--- src/design/u8d_pkg.sv ---
// ----------------------------------------------------------------------------
// u8d_pkg
// Shared types and constants of the UTF-8 stream decoder.
// ----------------------------------------------------------------------------
package u8d_pkg;

  localparam int unsigned CpWidth   = 21;
  localparam int unsigned MaxResult = 3;

  typedef logic [7:0]         byte_t;
  typedef logic [CpWidth-1:0] cp_t;
  typedef logic [1:0]         cnt_t;

  localparam cp_t BadCode = cp_t'(8'h3F);

  // decoder state: bytes of the open sequence, lead included
  typedef struct packed {
    logic [2:0][7:0] held;
    cnt_t            needed;
    cnt_t            nheld;
  } dec_state_t;

  // results caused by one input byte
  typedef struct packed {
    logic [MaxResult-1:0][CpWidth-1:0] cp;
    cnt_t                              cnt;
  } dec_result_t;

endpackage

--- src/design/u8d_byte_if.sv ---
// ----------------------------------------------------------------------------
// u8d_byte_if
// Byte request channel: one text byte and its end-of-text flag.
// ----------------------------------------------------------------------------
interface u8d_byte_if;
  logic           valid;
  logic           ready;
  u8d_pkg::byte_t data_byte;
  logic           text_end;

  modport source (output valid, output data_byte, output text_end, input ready);
  modport sink   (input valid, input data_byte, input text_end, output ready);
endinterface

--- src/design/u8d_cp_if.sv ---
// ----------------------------------------------------------------------------
// u8d_cp_if
// Code point request channel.
// ----------------------------------------------------------------------------
interface u8d_cp_if;
  logic         valid;
  logic         ready;
  u8d_pkg::cp_t code_point;
  logic         run_last;
  logic         final_of_text;

  modport source (output valid, output code_point, output run_last,
                  output final_of_text, input ready);
  modport sink   (input valid, input code_point, input run_last,
                  input final_of_text, output ready);
endinterface

--- src/design/u8d_decode.sv ---
// ----------------------------------------------------------------------------
// u8d_decode
// Next-state and result logic for one byte: sequence tracking, assembly and
// the end-of-text flush of an unfinished sequence.
// ----------------------------------------------------------------------------
module u8d_decode (
  input  u8d_pkg::dec_state_t  st_i,
  input  u8d_pkg::byte_t       data_byte_i,
  input  logic                 text_end_i,
  output u8d_pkg::dec_state_t  st_o,
  output u8d_pkg::dec_result_t res_o
);
  import u8d_pkg::*;

  // 0 = invalid lead, else sequence length 1..4
  function automatic logic [2:0] lead_len(byte_t b);
    logic [2:0] len;
    if (b[7] == 1'b0) begin
      len = 3'd1;
    end else if (b[7:5] == 3'b110) begin
      len = 3'd2;
    end else if (b[7:4] == 4'b1110) begin
      len = 3'd3;
    end else if (b[7:3] == 5'b11110) begin
      len = 3'd4;
    end else begin
      len = 3'd0;
    end
    return len;
  endfunction

  function automatic cp_t assemble(logic [3:0][7:0] s, logic [2:0] len);
    cp_t cp;
    case (len)
      3'd2:    cp = cp_t'({s[0][4:0], s[1][5:0]});
      3'd3:    cp = cp_t'({s[0][3:0], s[1][5:0], s[2][5:0]});
      3'd4:    cp = cp_t'({s[0][2:0], s[1][5:0], s[2][5:0], s[3][5:0]});
      default: cp = cp_t'(s[0]);
    endcase
    return cp;
  endfunction

  // a lone byte of a flushed tail
  function automatic cp_t single(byte_t b);
    return (lead_len(b) == 3'd1) ? cp_t'(b) : BadCode;
  endfunction

  logic [3:0][7:0] seq;
  logic [2:0]      len;
  logic [2:0]      total;

  always_comb begin
    seq   = {8'h00, st_i.held[2], st_i.held[1], st_i.held[0]};
    seq[st_i.nheld] = data_byte_i;
    len   = lead_len(data_byte_i);
    total = {1'b0, st_i.nheld} + 3'd1;
    st_o  = st_i;
    res_o = '0;

    if (st_i.nheld == '0) begin
      if (len == 3'd0) begin
        res_o.cp[0] = BadCode;
        res_o.cnt   = cnt_t'(1);
      end else if (len == 3'd1) begin
        res_o.cp[0] = cp_t'(data_byte_i);
        res_o.cnt   = cnt_t'(1);
      end else if (text_end_i) begin
        res_o.cp[0] = BadCode;
        res_o.cnt   = cnt_t'(1);
      end else begin
        st_o.held[0] = data_byte_i;
        st_o.nheld   = cnt_t'(1);
        st_o.needed  = cnt_t'(len - 3'd1);
      end
    end else if (total >= {1'b0, st_i.needed} + 3'd1) begin
      res_o.cp[0] = assemble(seq, total);
      res_o.cnt   = cnt_t'(1);
      st_o        = '0;
    end else if (text_end_i) begin
      // lead is bad, rest decoded again as a short text
      res_o.cp[0] = BadCode;
      if (st_i.nheld == cnt_t'(1)) begin
        res_o.cp[1] = single(seq[1]);
        res_o.cnt   = cnt_t'(2);
      end else if (lead_len(seq[1]) == 3'd2) begin
        res_o.cp[1] = assemble({16'h0000, seq[2], seq[1]}, 3'd2);
        res_o.cnt   = cnt_t'(2);
      end else begin
        res_o.cp[1] = single(seq[1]);
        res_o.cp[2] = single(seq[2]);
        res_o.cnt   = cnt_t'(3);
      end
      st_o = '0;
    end else begin
      st_o.held[st_i.nheld] = data_byte_i;
      st_o.nheld            = cnt_t'(total);
    end
  end

endmodule

--- src/design/utf8_stream_decoder.sv ---
// ----------------------------------------------------------------------------
// utf8_stream_decoder
// UTF-8 byte stream to code point decoder with end-of-text flush.
// ----------------------------------------------------------------------------
// Takes one byte per cycle unless held off and returns one code point per
// cycle while the output is ready, via the input then the result register.
// An ASCII byte, an invalid lead, a multi-byte lead that ends the text, or a
// byte that completes a sequence gives one result. A byte that ends the text
// inside an unfinished sequence gives two or three, drained one per cycle
// while the output is ready; input is held off until the last is taken.
// Lead bytes of multi-byte sequences give no result. Continuation bytes are
// not checked and overlong forms pass; an invalid lead gives 0x3F.
module utf8_stream_decoder (
  input logic clk_i,
  input logic rst_ni,
  u8d_byte_if.sink  in_i,
  u8d_cp_if.source  out_o
);
  import u8d_pkg::*;

  logic                              in_vld_q;
  byte_t                             in_byte_q;
  logic                              in_end_q;
  dec_state_t                        st_q, st_d;
  dec_result_t                       res;
  cnt_t                              grp_cnt_q;
  logic [MaxResult-1:0][CpWidth-1:0] grp_cp_q;
  logic                              grp_end_q;
  logic                              pop;
  logic                              grp_free;
  logic                              move;

  assign pop      = out_o.valid && out_o.ready;
  assign grp_free = (grp_cnt_q == '0) || (grp_cnt_q == cnt_t'(1) && out_o.ready);
  assign move     = in_vld_q && grp_free;
  assign in_i.ready = !in_vld_q || move;

  u8d_decode u_decode (
    .st_i        (st_q),
    .data_byte_i (in_byte_q),
    .text_end_i  (in_end_q),
    .st_o        (st_d),
    .res_o       (res)
  );

  always_ff @(posedge clk_i or negedge rst_ni) begin
    if (!rst_ni) begin
      in_vld_q <= 1'b0;
    end else if (in_i.ready) begin
      in_vld_q <= in_i.valid;
    end
  end

  always_ff @(posedge clk_i) begin
    if (in_i.valid && in_i.ready) begin
      in_byte_q <= in_i.data_byte;
      in_end_q  <= in_i.text_end;
    end
  end

  always_ff @(posedge clk_i or negedge rst_ni) begin
    if (!rst_ni) begin
      st_q      <= '0;
      grp_cnt_q <= '0;
    end else if (move) begin
      st_q      <= st_d;
      grp_cnt_q <= res.cnt;
    end else if (pop) begin
      grp_cnt_q <= grp_cnt_q - cnt_t'(1);
    end
  end

  always_ff @(posedge clk_i) begin
    if (move) begin
      grp_cp_q  <= res.cp;
      grp_end_q <= in_end_q;
    end else if (pop) begin
      grp_cp_q[0] <= grp_cp_q[1];
      grp_cp_q[1] <= grp_cp_q[2];
    end
  end

  assign out_o.valid         = (grp_cnt_q != '0);
  assign out_o.code_point    = grp_cp_q[0];
  assign out_o.run_last      = (grp_cnt_q == cnt_t'(1));
  assign out_o.final_of_text = (grp_cnt_q == cnt_t'(1)) && grp_end_q;

`ifndef SYNTHESIS
  a_end_closes: assert property (@(posedge clk_i) disable iff (!rst_ni)
    move && in_end_q |=> st_q.nheld == '0)
    else $error("sequence left open after end of text");

  a_held_bound: assert property (@(posedge clk_i) disable iff (!rst_ni)
    st_q.nheld != '0 |-> st_q.nheld <= st_q.needed)
    else $error("held byte count beyond sequence length");

  a_skid_hold: assert property (@(posedge clk_i) disable iff (!rst_ni)
    in_vld_q && !move |=> in_vld_q && $stable(in_byte_q) && $stable(in_end_q))
    else $error("stalled input register changed");

  a_group_blocks: assert property (@(posedge clk_i) disable iff (!rst_ni)
    grp_cnt_q > cnt_t'(1) |-> !move)
    else $error("new byte decoded while results pending");
`endif

endmodule
--- src/flat_wrapper.sv ---
// flat-port wrapper written by rule: the top's interface ports become plain ports
module utf8_stream_decoder_flat import u8d_pkg::*;
  (clk_i, rst_ni, in_i_valid, in_i_data_byte, in_i_text_end, in_i_ready, out_o_valid, out_o_code_point, out_o_run_last, out_o_final_of_text, out_o_ready);
  u8d_byte_if in_i_i ();
  u8d_cp_if out_o_i ();
  input logic clk_i;
  input logic rst_ni;
  input wire logic [$bits(in_i_i.valid)-1:0] in_i_valid;
  input wire logic [$bits(in_i_i.data_byte)-1:0] in_i_data_byte;
  input wire logic [$bits(in_i_i.text_end)-1:0] in_i_text_end;
  output wire logic [$bits(in_i_i.ready)-1:0] in_i_ready;
  output wire logic [$bits(out_o_i.valid)-1:0] out_o_valid;
  output wire logic [$bits(out_o_i.code_point)-1:0] out_o_code_point;
  output wire logic [$bits(out_o_i.run_last)-1:0] out_o_run_last;
  output wire logic [$bits(out_o_i.final_of_text)-1:0] out_o_final_of_text;
  input wire logic [$bits(out_o_i.ready)-1:0] out_o_ready;
  assign in_i_i.valid = in_i_valid;
  assign in_i_i.data_byte = in_i_data_byte;
  assign in_i_i.text_end = in_i_text_end;
  assign in_i_ready = in_i_i.ready;
  assign out_o_valid = out_o_i.valid;
  assign out_o_code_point = out_o_i.code_point;
  assign out_o_run_last = out_o_i.run_last;
  assign out_o_final_of_text = out_o_i.final_of_text;
  assign out_o_i.ready = out_o_ready;
  utf8_stream_decoder u_core (.clk_i(clk_i), .rst_ni(rst_ni), .in_i(in_i_i), .out_o(out_o_i));
endmodule
--- config.mk ---
export PLATFORM = sky130hd
export DESIGN_NAME = utf8_stream_decoder_flat
export DESIGN_NICKNAME = d
export VERILOG_FILES = /design/src/design/u8d_pkg.sv /design/src/design/u8d_byte_if.sv /design/src/design/u8d_cp_if.sv /design/src/design/u8d_decode.sv /design/src/design/utf8_stream_decoder.sv /design/src/flat_wrapper.sv
export SDC_FILE = /design/constraint.sdc
export NUM_CORES = 1
export LEC_CHECK = 0
export BUFFER_PORTS_ARGS = -buffer_cell sky130_fd_sc_hd__buf_2
export CORE_MARGIN = 4
export CORE_UTILIZATION = 59
export CTS_CLUSTER_DIAMETER = 150
export DETAILED_ROUTE_END_ITERATION = 7
export HOLD_SLACK_MARGIN = 0.02
export PLACE_DENSITY = 0.79
export SETUP_SLACK_MARGIN = 0.15
export SYNTH_ARGS = -nofsm -noshare
export SYNTH_HDL_FRONTEND = slang
export SYNTH_SLANG_ARGS = --single-unit
--- constraint.sdc ---
create_clock -name clk_i -period 3.05 [get_ports clk_i]
set_input_delay 0.61 -clock clk_i [delete_from_list [all_inputs] [get_ports clk_i]]
set_output_delay 0.61 -clock clk_i [all_outputs]
set_load 0.02 [all_outputs]
==> impl_metrics.ini, run 1 <==
[final_layout]
design_area_um2 = 4310
final_util_pct = 66.4
antennaDiodeCount = 0
fin_nets = 390
drive_gt1_share_pct = 22.8
final_cells = 449
syn_to_final_growth_pct = 7.12

[flow_run]
drv_cap = 0

[setup_path]
critPathRequiredTime_ns = 3.26
slowest_delay_ns = 0.53
cp.arrival_ns = 2.80
path_cells = ha_2 -> ha_1 -> a21o_1 -> a31oi_2 -> and4_1 -> nand2_1 -> nor2_1
cp-end-kind = register
cp-start-kind = register
cp_slowest_cell = and4_1
path_class = reg -> reg
worstPathMaxFanout = 14

[sta]
rsz0062_at_grt = no
layout_setup_ws_ns = 0.465
drv_slew = 0
period_minus_slack_ns = 2.58
post-route-period-util_pct = 84.8
hold_slack_ns = 0.271
tightest_slew_ns = 0.780
fin_skew_ns = 0.0149
max_freq_ghz = 0.387
setup_viol = 0
max-slew-margin-rel_pct = 48.0
tns_ns = 0
finalHoldViolCount = 0

[synthesis]
yosysTopAreaCell = edfxtp_1
yosysTopAreaCellShare_pct = 37.3
synthTopCellsByArea = edfxtp_1 (37%), dfrtp_1 (17%), mux2i_1 (4.2%)
syn_area_um2 = 4030
synth_seq_cells = 78
async_flop_share_pct = 35.9
ys_types = 56
synth_edf_count = 50
synthCells = 349
syn_nets = 372
synth_ff_type = edfxtp_1
yosys_warnings = 0
synth.most_common_cell = edfxtp_1
yosysSeqAreaShare_pct = 54.7
syn_area_per_cell_um2 = 11.5
synth_common_cells = edfxtp_1 (50), nand2_1 (33), dfrtp_1 (28)

[global_routing]
grt_pass1_wl_um = 15200
grt-ovfl-total = 0
grt_pass1_vias = 2908
grt_usage_pct = 23.7
antenna_found_initial = 0
grt_max_degree = 34

[drt]
dr.pass1.iters = 6
drc_errors = 0
drtIter0Drc = 351
vias = 2900
drt_wl_total_um = 9240
ant_nets = 0
via_per_inst = 6.46
wl_per_cell_um = 20.6

[worst_hold_path]
hold_path.class = in -> async

[clocking]
clock_sinks = 78
insertion_delay_ns = 0.36
tritoncts = yes
clock-root-buffer = clkbuf_8
clock_path_buffers = 2
htreeDepth = 3
cts-buffers-inserted = 9
cts.clk_slew.worst_paths_ns = 0.09

[placement]
dp_slack_ns = 0.381
portBuffers = 37
dp_hpwl_um = 6450
dp_cells = 433
place_congestion = 0.945
place_area_um2 = 4130

[floorplan]
die_x_um = 90.6
core_area_um2 = 6490
die_area_um2 = 8210
start_util_pct = 62.0
die_h_um = 90.6
ios = 38
fp-row-count = 29

[power]
total_power_mw = 4.97
vdd.ir_drop.worst_uv = 771
power.leakage_nw = 1.71
p_per_area_nw_per_um2 = 1150

[outcome]
status = finished clean
[report_power, final]
group	internal [mW]	leakage [nW]	total, mW	switching [mW]
sequential	1.63	0.865	1.90	0.264
combinational	0.861	0.767	2.36	1.50
clock	0.303	0.0789	0.712	0.409
total	2.80	1.71	4.97	2.18
[area by class of cell]
class                      instances  area [µm²]
fill                             498        2180
inverter                          14        52.6
tap                               77        96.3
multi-input combinational        217        1520
clock inverter                     7        56.3
timing repair buffer              47         260
clock buffer                       9         124
sequential                        78        2200
[timing repair]
item / 4_1_cts / 5_1_grt
gates resized for setup: 0 / 1
buffers inserted: 0 / 0
hold buffers: 0 / 0
setup endpoints to repair: 0 / 3
[cell families (layout without fill, tap and decap cells)]
family | after synthesis | in the layout | share of synthesized area (%)
buf+inv | 54 | 77 | 7.58
mux | 18 | 18 | 4.51
fa+ha+maj | 10 | 10 | 3.11
other cells | 1 | 1 | 0.0932
compound gates | 104 | 104 | 18.6
flops | 78 | 78 | 54.7
simple gates | 84 | 84 | 11.4
[per-layer routing]
metal,wire [µm],vias to the layer above,track usage [%]
met3,841,26,5.08
li1,-,1316,-
met2,4330,173,36.6
met4,223,0,9.18
met1,3840,1385,32.9
met5,0,-,0
[critical path: cells and delay by family (launching register included)]
| kind | cells | cell delay [ns] |
|---|---|---|
| and+or+nand+nor | 3 | 0.82 |
| adders and majority gates | 2 | 0.69 |
| DFF | 1 | 0.46 |
| AOI/OAI and AO/OA | 2 | 0.47 |
[registers in the layout, indices dropped and copies added (netlist names)]
register / cells
u_core.out_o.code_point: 21
u_core.in_vld_q: 1
u_core.grp_cp_q: 19
u_core.grp_cnt_q: 2
u_core.in_end_q: 1
u_core.st_q: 25
u_core.in_byte_q: 8
u_core.grp_end_q: 1
[worst paths after layout]
kind                                         from             endpoint  slack (ns)  cells after the start
worst max register to register     u_core.st_q[0]  u_core.grp_cp_q[30]        0.47                      7
worst max-delay path               u_core.st_q[0]  u_core.grp_cp_q[30]        0.47                      7
worst min-delay path                       rst_ni       u_core.st_q[5]        0.27                      1
worst min register to register    u_core.st_q[24]      u_core.st_q[24]        0.50                      2
max in group asynchronous                  rst_ni      u_core.st_q[19]        2.36                      1
min in group clk_i              in_i_data_byte[0]  u_core.in_byte_q[0]        0.42                      1
[cell usage in the layout (no fill, tap or decap), types with 2 or more instances in the layout]
cell | synthesis | routed
inv_6 | 0 | 3
nand2b_1 | 3 | 3
and2_1 | 2 | 2
o22ai_1 | 5 | 5
nor3_1 | 3 | 3
inv_1 | 13 | 13
o21ai_1 | 6 | 6
buf_4 | 21 | 10
buf_2 | 13 | 37
o2bb2ai_2 | 3 | 3
a32o_1 | 11 | 11
or3_1 | 2 | 2
a22o_1 | 10 | 10
mux2i_1 | 17 | 17
nor3b_1 | 2 | 2
nand3b_1 | 4 | 4
a21o_1 | 2 | 2
o221a_2 | 3 | 3
a31oi_1 | 3 | 3
o21ai_0 | 16 | 16
nand2_1 | 33 | 33
a211oi_1 | 2 | 2
nor2_1 | 16 | 16
o21ai_2 | 2 | 2
nand3_2 | 2 | 2
nor2b_1 | 6 | 6
clkbuf_8 | 0 | 9
a22oi_1 | 8 | 8
dfrtp_1 | 28 | 28
a21oi_1 | 23 | 23
edfxtp_1 | 50 | 50
clkinvlp_4 | 0 | 4
ha_1 | 10 | 9
Power figures use the tool's default switching activity.
==> run 2, diff against run 1 <==
--- a/config.mk
+++ b/config.mk
@@ -7,11 +7,11 @@
 export LEC_CHECK = 0
 export BUFFER_PORTS_ARGS = -buffer_cell sky130_fd_sc_hd__buf_2
 export CORE_MARGIN = 4
-export CORE_UTILIZATION = 59
+export CORE_UTILIZATION = 53
 export CTS_CLUSTER_DIAMETER = 150
 export DETAILED_ROUTE_END_ITERATION = 7
 export HOLD_SLACK_MARGIN = 0.02
-export PLACE_DENSITY = 0.79
+export PLACE_DENSITY = 0.75
 export SETUP_SLACK_MARGIN = 0.15
 export SYNTH_ARGS = -nofsm -noshare
 export SYNTH_HDL_FRONTEND = slang
==> constraint.sdc (replaced) <==
create_clock -name clk_i -period 2.27 [get_ports clk_i]
set_input_delay 0.454 -clock clk_i [delete_from_list [all_inputs] [get_ports clk_i]]
set_output_delay 0.454 -clock clk_i [all_outputs]
set_load 0.02 [all_outputs]
==> run 2 against run 1 <==
Clock-buffer cell count stayed put. Sequential cell count stayed put. Design area is 9.9% higher. Core utilization is 1.7 points lower. Worst hold slack worse by 0.15 ns. Global-route usage is 1.4 points lower. Die area is 10% higher. Sequential power is 34% higher. Clock skew is 0.0042 ns lower. Register-to-register slack worse by 0.38 ns.
==> impl_metrics.ini, run 2 (synthesized netlist as in run 1, its figures left out) <==
[setup_path]
cpMostUsedCell = ha_4
worstPathMaxFanout = 4
cp.arrival_ns = 2.41
critPathRequiredTime_ns = 2.50
path_cells = inv_2 -> ha_4 -> ha_4 -> a21o_1 -> a31oi_4 -> buf_6 -> and3_4 -> nand3b_1 -> o221a_2
r2r_start = u_core.st_q[0]
cp-start-kind = register
reg2reg_slack_ns = 0.09
cp_slowest_cell = dfrtp_2
slowest_delay_ns = 0.45
r2r-end = u_core.out_o.code_point[4]
path_class = reg -> reg
r2r_cells = 9
cp-end-kind = register

[drt]
drtIter0Drc = 285
drc_errors = 0
wl_per_cell_um = 19.2
ant_nets = 0
via_per_inst = 6.10
vias = 3018
dr.pass1.iters = 5
drt_wl_total_um = 9520

[power]
p_per_area_nw_per_um2 = 1610
power.leakage_nw = 1.88
vdd.ir_drop.worst_uv = 909
total_power_mw = 7.62

[clocking]
clock-root-buffer = clkbuf_8
htreeDepth = 3
cts.hold.buffers_added = 0
tritoncts = yes
insertion_delay_ns = 0.35
cts-buffers-inserted = 9
clock_path_buffers = 2
clock_sinks = 78
cts.clk_slew.worst_paths_ns = 0.08

[global_routing]
grt_pass1_wl_um = 14900
grt_pass1_vias = 2906
grt_max_degree = 34
grt-ovfl-total = 0
antenna_found_initial = 0
grt_usage_pct = 22.4

[floorplan]
die_x_um = 95.1
ios = 38
start_util_pct = 54.9
die_h_um = 95.1
core_area_um2 = 7330
fp-row-count = 31
die_area_um2 = 9050

[sta]
period_minus_slack_ns = 2.18
rsz0062_at_grt = yes
setup_viol = 0
drv_slew = 0
finalHoldViolCount = 0
layout_setup_ws_ns = 0.0889
tightest_slew_ns = 0.656
post-route-period-util_pct = 96.1
max-slew-margin-rel_pct = 56.2
hold_slack_ns = 0.126
max_freq_ghz = 0.458
fin_skew_ns = 0.0107

[final_layout]
mostFrequentLayoutCell = edfxtp_1
largest_register_ffs = 25
antennaDiodeCount = 0
top_register = u_core.st_q
syn_to_final_growth_pct = 17.7
final_util_pct = 64.7
fin_nets = 414
final_cell_mix = edfxtp_1 (50), buf_2 (37), nand2_1 (31), buf_4 (30), dfrtp_1 (26)
drive_gt1_share_pct = 33.3

[worst_hold_path]
hold_path.class = in -> async

[placement]
dp_hpwl_um = 6580
dp_slack_ns = -0.00915
portBuffers = 37
place_congestion = 0.952

[outcome]
status = finished clean

[flow_run]
drv_cap = 0
-- run 2: cell count changes in the layout (fill, tap and decap cells not counted), sizes merged --
cell / delta
buf: +23
bufinv: +2
clkinv: +3
clkinvlp: -2
inv: -3
nor2: +1
-- run 2: metrics by stage --
step / cells / setup TNS, ns / cell area [µm²]
2_1_floorplan: 349 / 0 / 4050
6_report: 495 / 0 / 4740
4_1_cts: 491 / 0 / 4630
3_3_place_gp: 473 / 0 / 4330
3_5_place_dp: 473 / -0.0214 / 4330
5_1_grt: 495 / 0 / 4740
-- run 2: timing repair --
item,in CTS,in global routing
gates resized for setup,12,21
setup buffers,2,3
hold endpoints to repair,0,0
pin swaps,1,7
cloned,0,1
endpoints found under the setup margin,49,30
-- run 2: critical path: cells and delay by family, from the launching register on --
family                     cells  cell delay, ns
buffers and inverters          2            0.22
adders and majority gates      2            0.36
DFF                            1            0.45
and+or+nand+nor                2            0.40
AOI/OAI and AO/OA              3            0.62
-- run 2: cell type report --
class | instances | area (µm²)
Tap cell | 99 | 124
Clock buffer | 9 | 124
Clock inverter | 7 | 88.8
Fill cell | 547 | 2590
Multi-Input combinational cell | 218 | 1680
Inverter | 14 | 55.1
Sequential cell | 78 | 2200
Timing Repair Buffer | 70 | 462
-- run 2: worst max path at each step --
stage                   start                         end  slack [ns]  depth (start not counted)
2_1_floorplan  u_core.st_q[0]         u_core.grp_cp_q[48]        0.17                          8
3_3_place_gp   u_core.st_q[1]  u_core.out_o.code_point[4]        0.07                          8
3_5_place_dp   u_core.st_q[1]  u_core.out_o.code_point[4]      -0.009                          9
4_1_cts        u_core.st_q[1]  u_core.out_o.code_point[4]        0.15                          9
5_1_grt        u_core.st_q[2]  u_core.out_o.code_point[4]        0.02                          9
6_report       u_core.st_q[0]  u_core.out_o.code_point[4]        0.09                          9
-- run 2: report_power, final --
| part | total, mW | switching [mW] | internal, mW |
|---|---|---|---|
| combinational | 3.98 | 2.31 | 1.66 |
| sequential | 2.54 | 0.341 | 2.20 |
| clock | 1.11 | 0.498 | 0.611 |
| total | 7.62 | 3.15 | 4.47 |
-- run 2: routing by layer --
metal | wire, µm | share of wire (%) | track usage, %
met1 | 3850 | 40 | 29.7
met2 | 4560 | 48 | 34.9
met3 | 788 | 8.3 | 3.79
met4 | 329 | 3.5 | 12.4
met5 | 0 | 0 | 0
